**config.mk**
```make
export PLATFORM = sky130hd
export DESIGN_NAME = irrigation_zone_power_controller
export DESIGN_NICKNAME = d
export VERILOG_FILES = /design/src/rtl/core/izpc_pkg.sv /design/src/rtl/core/irrigation_zone_power_controller.sv /design/src/rtl/core/izpc_cfg_regs.sv /design/src/rtl/core/izpc_core.sv
export VERILOG_INCLUDE_DIRS = /design/src /design/src/rtl/core
export SDC_FILE = /design/constraint.sdc
export NUM_CORES = 1
export LEC_CHECK = 0
export BUFFER_PORTS_ARGS = -buffer_cell sky130_fd_sc_hd__buf_2
export CORE_UTILIZATION = 30
export DETAILED_ROUTE_END_ITERATION = 6
export PLACE_DENSITY = 0.46
export SLEW_MARGIN = 20
export SYNTH_ARGS = -nofsm -noshare
export SYNTH_HDL_FRONTEND = slang
export SYNTH_SLANG_ARGS = --single-unit
```
**constraint.sdc**
```tcl
create_clock -name clk -period 3.8 [get_ports clk]
set_input_delay 0.19 -clock clk [delete_from_list [all_inputs] [get_ports clk]]
set_output_delay 0.19 -clock clk [all_outputs]
set_load 0.03 [all_outputs]
```
**src/rtl/core/irrigation_zone_power_controller_defines.svh**
```systemverilog
// ---------------------------------------------------------------------------
// Assertion macros for the irrigation zone power controller
// ---------------------------------------------------------------------------
`ifndef IRRIGATION_ZONE_POWER_CONTROLLER_DEFINES_SVH
`define IRRIGATION_ZONE_POWER_CONTROLLER_DEFINES_SVH

`ifndef SYNTHESIS
// check a property on every clock edge outside reset
`define IZPC_ASSERT(lbl, clk, rst_n, prop) \
	lbl: assert property (@(posedge clk) disable iff (!rst_n) prop) \
		else $error("izpc assertion failed");
// check a property on every clock edge, reset included
`define IZPC_ASSERT_ALWAYS(lbl, clk, prop) \
	lbl: assert property (@(posedge clk) prop) \
		else $error("izpc assertion failed");
`else
`define IZPC_ASSERT(lbl, clk, rst_n, prop)
`define IZPC_ASSERT_ALWAYS(lbl, clk, prop)
`endif

`endif

```
**src/rtl/core/izpc_pkg.sv**
```systemverilog
// ---------------------------------------------------------------------------
// izpc_pkg
// Shared types and constants of the irrigation zone power controller.
// ---------------------------------------------------------------------------
package izpc_pkg;

	// zone count
	localparam int ZONES_DEF = 4;
	localparam int ZONES_MAX = 16;

	// field widths
	localparam int ZONE_IDX_W   = 4;
	localparam int ZONE_MASK_W  = 4;
	localparam int ZONE_TICKS_W = 18;
	localparam int IDLE_TICKS_W = 16;

	// configuration port
	localparam int CFG_IDX_W  = 1;
	localparam int CFG_DATA_W = 18;
	localparam logic [CFG_IDX_W-1:0] CFG_ZONE_MAX  = 1'd0;
	localparam logic [CFG_IDX_W-1:0] CFG_OFF_DELAY = 1'd1;

	localparam logic [ZONE_TICKS_W-1:0] ZONE_MAX_RST  = 18'd18000;
	localparam logic [IDLE_TICKS_W-1:0] OFF_DELAY_RST = 16'd600;

	// counter saturation points
	localparam logic [ZONE_TICKS_W-1:0] ZONE_TICKS_SAT = '1;
	localparam logic [IDLE_TICKS_W-1:0] IDLE_TICKS_SAT = '1;

	typedef enum logic [1:0] {
		OP_TICK      = 2'd0,
		OP_SET_ZONE  = 2'd1,
		OP_SET_LIGHT = 2'd2,
		OP_POWER_EN  = 2'd3
	} op_t;

	typedef struct packed {
		op_t                   op;
		logic                  rain_level;
		logic [ZONE_IDX_W-1:0] zone_index;
		logic                  switch_on;
	} cmd_t;

	typedef struct packed {
		logic                   power_on;
		logic                   light_on;
		logic [ZONE_MASK_W-1:0] zone_mask;
		logic                   rain_seen;
		logic                   zone_fused;
	} result_t;

endpackage

```
**src/rtl/core/irrigation_zone_power_controller.sv**
```systemverilog
// A command word is captured in the input stage, its result in the result
// stage. Throughput: one word per cycle while out_stall is low; each stage holds
// one word, so input stall rises only when the result register is stalled.
// Reset: all valves, pump, light, timers and rain state clear; the zone
// timeout loads 18000 ticks and the pump off-delay 600 ticks.
// ---------------------------------------------------------------------------
// irrigation_zone_power_controller
// Valve, pump and light controller with tick-driven timers and safety fuse.
// ---------------------------------------------------------------------------
module irrigation_zone_power_controller #(
	parameter int ZONES = izpc_pkg::ZONES_DEF
) (
	input  logic                                clk,
	input  logic                                arst_n,
	input  logic                                in_valid,
	output logic                                in_stall,
	input  logic [1:0]                          op,
	input  logic                                rain_level,
	input  logic [izpc_pkg::ZONE_IDX_W-1:0]     zone_index,
	input  logic                                switch_on,
	output logic                                out_valid,
	input  logic                                out_stall,
	output logic                                power_on,
	output logic                                light_on,
	output logic [izpc_pkg::ZONE_MASK_W-1:0]    zone_mask,
	output logic                                rain_seen,
	output logic                                zone_fused,
	input  logic                                cfg_we,
	input  logic [izpc_pkg::CFG_IDX_W-1:0]      cfg_index,
	input  logic [izpc_pkg::CFG_DATA_W-1:0]     cfg_data
);

	logic                              valid_s1, valid_s2;
	izpc_pkg::cmd_t                    cmd_s1;
	izpc_pkg::result_t                 res_s2, res;
	logic                              adv, acc_in, fire;
	logic [izpc_pkg::ZONE_TICKS_W-1:0] zone_max_ticks;
	logic [izpc_pkg::IDLE_TICKS_W-1:0] power_off_delay_ticks;

	// handshake: the input stage moves on whenever the result stage frees
	assign adv      = !valid_s2 || !out_stall;
	assign in_stall = valid_s1 && !adv;
	assign acc_in   = in_valid && !in_stall;
	assign fire     = valid_s1 && adv;

	// capture the incoming word
	always_ff @(posedge clk or negedge arst_n) begin
		if (!arst_n) begin
			valid_s1 <= 1'b0;
		end else if (acc_in) begin
			valid_s1 <= 1'b1;
		end else if (fire) begin
			valid_s1 <= 1'b0;
		end
	end

	always_ff @(posedge clk) begin
		if (acc_in) begin
			cmd_s1.op         <= izpc_pkg::op_t'(op);
			cmd_s1.rain_level <= rain_level;
			cmd_s1.zone_index <= zone_index;
			cmd_s1.switch_on  <= switch_on;
		end
	end

	izpc_cfg_regs u_cfg (
		.clk                   (clk),
		.arst_n                (arst_n),
		.cfg_we                (cfg_we),
		.cfg_index             (cfg_index),
		.cfg_data              (cfg_data),
		.zone_max_ticks        (zone_max_ticks),
		.power_off_delay_ticks (power_off_delay_ticks)
	);

	izpc_core #(
		.ZONES (ZONES)
	) u_core (
		.clk                   (clk),
		.arst_n                (arst_n),
		.fire                  (fire),
		.cmd                   (cmd_s1),
		.zone_max_ticks        (zone_max_ticks),
		.power_off_delay_ticks (power_off_delay_ticks),
		.res                   (res)
	);

	// hold the result word until taken
	always_ff @(posedge clk or negedge arst_n) begin
		if (!arst_n) begin
			valid_s2 <= 1'b0;
		end else if (adv) begin
			valid_s2 <= valid_s1;
		end
	end

	always_ff @(posedge clk) begin
		if (fire) begin
			res_s2 <= res;
		end
	end

	assign out_valid  = valid_s2;
	assign power_on   = res_s2.power_on;
	assign light_on   = res_s2.light_on;
	assign zone_mask  = res_s2.zone_mask;
	assign rain_seen  = res_s2.rain_seen;
	assign zone_fused = res_s2.zone_fused;

endmodule

```
**src/rtl/core/izpc_cfg_regs.sv**
```systemverilog
// ---------------------------------------------------------------------------
// izpc_cfg_regs
// Holds the zone timeout and the pump off-delay written over the config port.
// ---------------------------------------------------------------------------
module izpc_cfg_regs (
	input  logic                                   clk,
	input  logic                                   arst_n,
	input  logic                                   cfg_we,
	input  logic [izpc_pkg::CFG_IDX_W-1:0]         cfg_index,
	input  logic [izpc_pkg::CFG_DATA_W-1:0]        cfg_data,
	output logic [izpc_pkg::ZONE_TICKS_W-1:0]      zone_max_ticks,
	output logic [izpc_pkg::IDLE_TICKS_W-1:0]      power_off_delay_ticks
);

	logic [izpc_pkg::ZONE_TICKS_W-1:0] zone_max_q;
	logic [izpc_pkg::IDLE_TICKS_W-1:0] off_delay_q;

	// write the addressed register
	always_ff @(posedge clk or negedge arst_n) begin
		if (!arst_n) begin
			zone_max_q  <= izpc_pkg::ZONE_MAX_RST;
			off_delay_q <= izpc_pkg::OFF_DELAY_RST;
		end else if (cfg_we) begin
			unique case (cfg_index)
				izpc_pkg::CFG_ZONE_MAX: begin
					zone_max_q <= cfg_data[izpc_pkg::ZONE_TICKS_W-1:0];
				end
				izpc_pkg::CFG_OFF_DELAY: begin
					off_delay_q <= cfg_data[izpc_pkg::IDLE_TICKS_W-1:0];
				end
			endcase
		end
	end

	assign zone_max_ticks        = zone_max_q;
	assign power_off_delay_ticks = off_delay_q;

endmodule

```
**src/rtl/core/izpc_core.sv**
```systemverilog
// ---------------------------------------------------------------------------
// izpc_core
// Controller state and its single-pass update for one command word.
// ---------------------------------------------------------------------------
`include "irrigation_zone_power_controller_defines.svh"

module izpc_core #(
	parameter int ZONES = izpc_pkg::ZONES_DEF
) (
	input  logic                              clk,
	input  logic                              arst_n,
	input  logic                              fire,
	input  izpc_pkg::cmd_t                    cmd,
	input  logic [izpc_pkg::ZONE_TICKS_W-1:0] zone_max_ticks,
	input  logic [izpc_pkg::IDLE_TICKS_W-1:0] power_off_delay_ticks,
	output izpc_pkg::result_t                 res
);

	logic                              pump_q, pump_n;
	logic                              lamp_q, lamp_n;
	logic [ZONES-1:0]                  open_q, open_n;
	logic [ZONES-1:0]                  zone_sel;
	logic [izpc_pkg::ZONE_TICKS_W-1:0] zon_q, zon_n, zon_inc;
	logic                              armed_q, armed_n;
	logic [izpc_pkg::IDLE_TICKS_W-1:0] idle_q, idle_n, idle_inc;
	logic                              rain_q, rain_n;
	logic                              fused;
	logic                              any_open;

	// decode the addressed zone; an index past the last zone matches nothing
	always_comb begin
		for (int i = 0; i < ZONES; i++) begin
			zone_sel[i] = cmd.switch_on &&
				(cmd.zone_index == izpc_pkg::ZONE_IDX_W'(i));
		end
	end

	// saturating timer increments
	assign zon_inc  = (zon_q != izpc_pkg::ZONE_TICKS_SAT) ?
		zon_q + izpc_pkg::ZONE_TICKS_W'(1) : zon_q;
	assign idle_inc = (idle_q != izpc_pkg::IDLE_TICKS_SAT) ?
		idle_q + izpc_pkg::IDLE_TICKS_W'(1) : idle_q;
	assign any_open = |open_q;

	// next state for the command word
	always_comb begin
		pump_n  = pump_q;
		lamp_n  = lamp_q;
		open_n  = open_q;
		zon_n   = zon_q;
		armed_n = armed_q;
		idle_n  = idle_q;
		rain_n  = rain_q;
		fused   = 1'b0;
		unique case (cmd.op)
			izpc_pkg::OP_TICK: begin
				rain_n = cmd.rain_level;
				if (cmd.rain_level) begin
					pump_n  = 1'b0;
					armed_n = 1'b0;
					idle_n  = '0;
				end else if (!any_open) begin
					if (!armed_q) begin
						armed_n = 1'b1;
						idle_n  = '0;
					end else begin
						idle_n = idle_inc;
						if (idle_inc > power_off_delay_ticks) begin
							pump_n = 1'b0;
						end
					end
				end else begin
					pump_n  = 1'b1;
					armed_n = 1'b0;
					idle_n  = '0;
				end
				// safety fuse acts after the power decision
				if (any_open) begin
					if (zon_inc > zone_max_ticks) begin
						open_n = '0;
						zon_n  = '0;
						fused  = 1'b1;
					end else begin
						zon_n = zon_inc;
					end
				end
			end
			izpc_pkg::OP_SET_ZONE: begin
				open_n = zone_sel;
				zon_n  = '0;
			end
			izpc_pkg::OP_SET_LIGHT: begin
				lamp_n = cmd.switch_on;
			end
			izpc_pkg::OP_POWER_EN: begin
				pump_n = 1'b1;
			end
		endcase
	end

	// advance state on each word
	always_ff @(posedge clk or negedge arst_n) begin
		if (!arst_n) begin
			pump_q  <= 1'b0;
			lamp_q  <= 1'b0;
			open_q  <= '0;
			zon_q   <= '0;
			armed_q <= 1'b0;
			idle_q  <= '0;
			rain_q  <= 1'b0;
		end else if (fire) begin
			pump_q  <= pump_n;
			lamp_q  <= lamp_n;
			open_q  <= open_n;
			zon_q   <= zon_n;
			armed_q <= armed_n;
			idle_q  <= idle_n;
			rain_q  <= rain_n;
		end
	end

	// map the first zones onto the result mask
	genvar g;
	generate
		for (g = 0; g < izpc_pkg::ZONE_MASK_W; g++) begin : g_mask
			if (g < ZONES) begin : g_zone
				assign res.zone_mask[g] = open_n[g];
			end else begin : g_none
				assign res.zone_mask[g] = 1'b0;
			end
		end
	endgenerate

	assign res.power_on   = pump_n;
	assign res.light_on   = lamp_n;
	assign res.rain_seen  = rain_n;
	assign res.zone_fused = fused;

	// at most one valve is ever open
	`IZPC_ASSERT_ALWAYS(a_one_zone, clk, $onehot0(open_q))
	// a rainy tick always leaves the pump off
	`IZPC_ASSERT(a_rain_off, clk, arst_n,
		fire && cmd.op == izpc_pkg::OP_TICK && cmd.rain_level |=> !pump_q)
	// a fuse only fires on a tick with an open zone and closes all zones
	`IZPC_ASSERT(a_fuse, clk, arst_n,
		fire && fused |=> $past(any_open) && open_q == '0 && zon_q == '0)

endmodule
```
==> flow_metrics.env <==
export IMPL_seq_area_frac_synth_pct=44.7
export IMPL_pwr_share_comb_pct=19.2
export IMPL_synth_top_area_share_pct=31.6
export IMPL_worst_pin_slew_ns=0.734
export IMPL_p_leak_uw=0.00299
export IMPL_critPathMostFrequentCell="or3_1"
export IMPL_grt_pass1_vias=4186
export IMPL_min_period_ns=3.65
export IMPL_first_pass_iters=4
export IMPL_placed_area_sq_um=6040
export IMPL_cp_max_fo=7
export IMPL_clkLatencyLatePin_ns=0.35
export IMPL_fmax_ghz=0.274
export IMPL_cts_buffer_depth=2
export IMPL_status="complete, no violations"
export IMPL_nFillCells=1820
export IMPL_grt_usage_pct=14.7
export IMPL_async_flop_share_pct=83.0
export IMPL_p_sw_share_pct=28.8
export IMPL_cp_slowest_cell="or3_4"
export IMPL_seq_area_sq_um=2450
export IMPL_synth_top_area_cell="dfrtp_1"
export IMPL_yosys_warnings=0
export IMPL_area_growth_pct=16.9
export IMPL_antenna_found_initial=0
export IMPL_netlist_area_sq_um=5470
export IMPL_htree_levels=3
export IMPL_overflow=0
export IMPL_rows=49
export IMPL_fin_nets=704
export IMPL_hold_violations=0
export IMPL_drive_above_1_share_pct=20.4
export IMPL_required_ns=4.07
export IMPL_vias=4219
export IMPL_numCtsBuffers=9
export IMPL_diodes=0
export IMPL_path_cells="and4_4, and2_2, a211o_1, or3_1, xnor2_1, ha_1, nand4_1, or2_2, o21ai_2, o31ai_2, or3_4, or3_1, o21ai_1"
export IMPL_drv_cap=0
export IMPL_slew_violations=0
export IMPL_synth_cell_types=55
export IMPL_ys_flop_type="dfrtp_1"
export IMPL_fin_worst_skew_ns=0.00804
export IMPL_dieArea_sq_um=18800
export IMPL_maxSlewHeadroom_pct=51.1
export IMPL_drc=0
export IMPL_fin_tns_setup_ns=0
export IMPL_port_buffers=41
export IMPL_clock_sinks=94
export IMPL_arrival_ns=3.92
export IMPL_cts_tree="built"
export IMPL_synth_edf_count=16
export IMPL_synth_area_top_cells="dfrtp_1 32%, ha_1 9.1%, edfxtp_1 8.8%"
export IMPL_vias_per_cell=4.87
export IMPL_dpl_hpwl_um=9490
export IMPL_die_w_um=137
export IMPL_final_area_sq_um=6390
export IMPL_crit_family="simple AND/OR/NAND/NOR gates"
export IMPL_synth_net_count=642
export IMPL_crit_path_start_kind="flop"
export IMPL_start_util_pct=30.6
export IMPL_r2r_start="u_core.zon_q[5]"
export IMPL_multi_input_area_sq_um=2800
export IMPL_cp_end_kind="flop"
export IMPL_grt_first_pass_wirelength_um=21100
export IMPL_grt_max_degree=79
export IMPL_p_clk_share_pct=32.8
export IMPL_p_switching_uw=747
export IMPL_ant_nets=0
export IMPL_worst_setup_path_type="reg2reg"
export IMPL_root_buffer="clkbuf_16"
export IMPL_ios=42
export IMPL_fp_coreArea_sq_um=17900
export IMPL_p_int_uw=1840
export IMPL_ir_drop_v=0.000202
export IMPL_wl_per_cell_um=14.7
export IMPL_die_height_um=137
export IMPL_rrSetupSlack_ns=0.15
export IMPL_worst_hold_path_type="in2reg"
export IMPL_max_stage_delay_ns=0.44
export IMPL_first_iter_violations=219
export IMPL_post_route_period_util_pct=96.0
export IMPL_wl_um=12700
export IMPL_crit_buf_inv=0
export IMPL_ys_ff_latch=94
export IMPL_setup_viol=0
export IMPL_path_clk_slew_ns=0.07
export IMPL_power_density_nw_per_um2=405
export IMPL_synthCells=570
export IMPL_min_from="zone_index[0]"
export IMPL_place_gp_congestion=0.809
export IMPL_startpoint="u_core.zon_q[5]"
export IMPL_syn_avg_cell_area_sq_um=9.60
export IMPL_seq_power_share_pct=48.0
-- cell families after synthesis --
logic type	after synthesis	synth area share, %
adder cells (fa/ha/maj)	40	9.15
multiplexers	25	5.10
buffers and inverters	61	4.57
AO/OA/AOI/OAI	127	14.6
AND/OR/NAND/NOR	203	18.7
XOR/XNOR	20	3.20
flip-flops	94	44.7
-- power by group through the flow --
stage | Clock, uW | Sequential [uW] | Combinational, uW
floorplan | 0 | 1280 | 310
global placement | 0 | 1260 | 488
detailed placement | 0 | 1260 | 497
CTS | 877 | 1240 | 503
global route | 916 | 1260 | 571
finish | 850 | 1240 | 497
-- cell type report --
| class | count | share of cell area [%] |
|---|---|---|
| clock buffer | 12 | 3.86 |
| clock inverter | 4 | 0.372 |
| multi-input combinational | 415 | 43.8 |
| inverter | 45 | 2.64 |
| tap | 229 | 4.48 |
| timing repair buffer | 67 | 6.56 |
| sequential | 94 | 38.3 |
-- what timing repair did --
| action | CTS | global route |
|---|---|---|
| setup endpoints to repair | 0 | 15 |
| gates resized for setup | 0 | 7 |
| hold buffers | 2 | 3 |
| setup buffers | 0 | 1 |
| endpoints found under the hold margin | 2 | 71 |
-- Yosys cell counts, types with 6 or more instances --
library cell   n
nor3_1        10
ha_1          40
xor2_1         6
a21oi_1       30
edfxtp_1      16
mux2_2        23
and3_1        16
and4_1         6
nand4_1       10
nand3_1       19
dfrtp_1       69
xnor2_1       14
clkbuf_1       9
o21ai_0       43
or3_1          6
nor2_1        41
a22o_1         8
nand2_1       64
a31oi_1        6
a211o_1       10
inv_1         45
dfstp_2        9
-- metal layers --
metal	part of all wire (%)	global-route usage, %	wire length [um]
met3	2.9	3.67	371
met1	46	18.6	5900
met5	0	0	0
met4	0.81	3.24	103
met2	50	25.2	6330
-- worst paths after layout --
check | endpoint | cells past startpoint
hold / removal | cmd_s1[1] | 1
setup reg to reg | u_core.zon_q[15] | 13
max in group asynchronous | u_core.zon_q[11] | 2
min in group asynchronous | u_core.idle_q[4] | 2
hold reg to reg | u_cfg.power_off_delay_ticks[1] | 1
setup / recovery | u_core.zon_q[15] | 13
-- state kept, by name (all words and copies together) (netlist names) --
signal and cells:
zone_fused 1, u_core.idle_q 16, zone_mask 4, u_core.lamp_q 1, light_on 1, cmd_s1 8, u_core.armed_q 1, u_core.open_q 4
u_core.zon_q 18, u_core.pump_q 1, out_valid 1, u_cfg.power_off_delay_ticks 16, u_core.rain_q 1, u_cfg.zone_max_ticks 18, power_on 1, rain_seen 1
valid_s1 1
-- layout by cell type (no fill, tap or decap), types with 6 or more instances in the layout --
cell,instances
mux2_2,23
buf_2,40
edfxtp_1,16
nor2_1,40
ha_1,40
and3_1,16
nand3_1,18
nand4_1,10
a21oi_1,30
a211o_1,10
dfrtp_1,67
and4_1,6
inv_1,45
a31oi_1,6
clkbuf_16,9
dfstp_2,9
or3_1,6
nand2_1,64
buf_4,21
xor2_1,6
nor3_1,9
xnor2_1,14
o21ai_0,43
a22o_1,8
-- stage by stage --
step | total power (uW) | util [%] | worst slack [ns] | cells | hold slack (ns)
2_1_floorplan | 1590 | - | 0.229 | 570 | -0.106
3_3_place_gp | 1750 | 33.7 | 0.195 | 844 | 0.367
3_5_place_dp | 1760 | 33.7 | 0.0880 | 844 | 0.369
4_1_cts | 2620 | 35.4 | 0.0733 | 862 | 0.00139
5_1_grt | 2750 | 35.7 | -0.0280 | 866 | 0.00000777
6_report | 2590 | 35.7 | 0.151 | 866 | 0.0161
No activity file was read; power rests on OpenSTA's default activity.
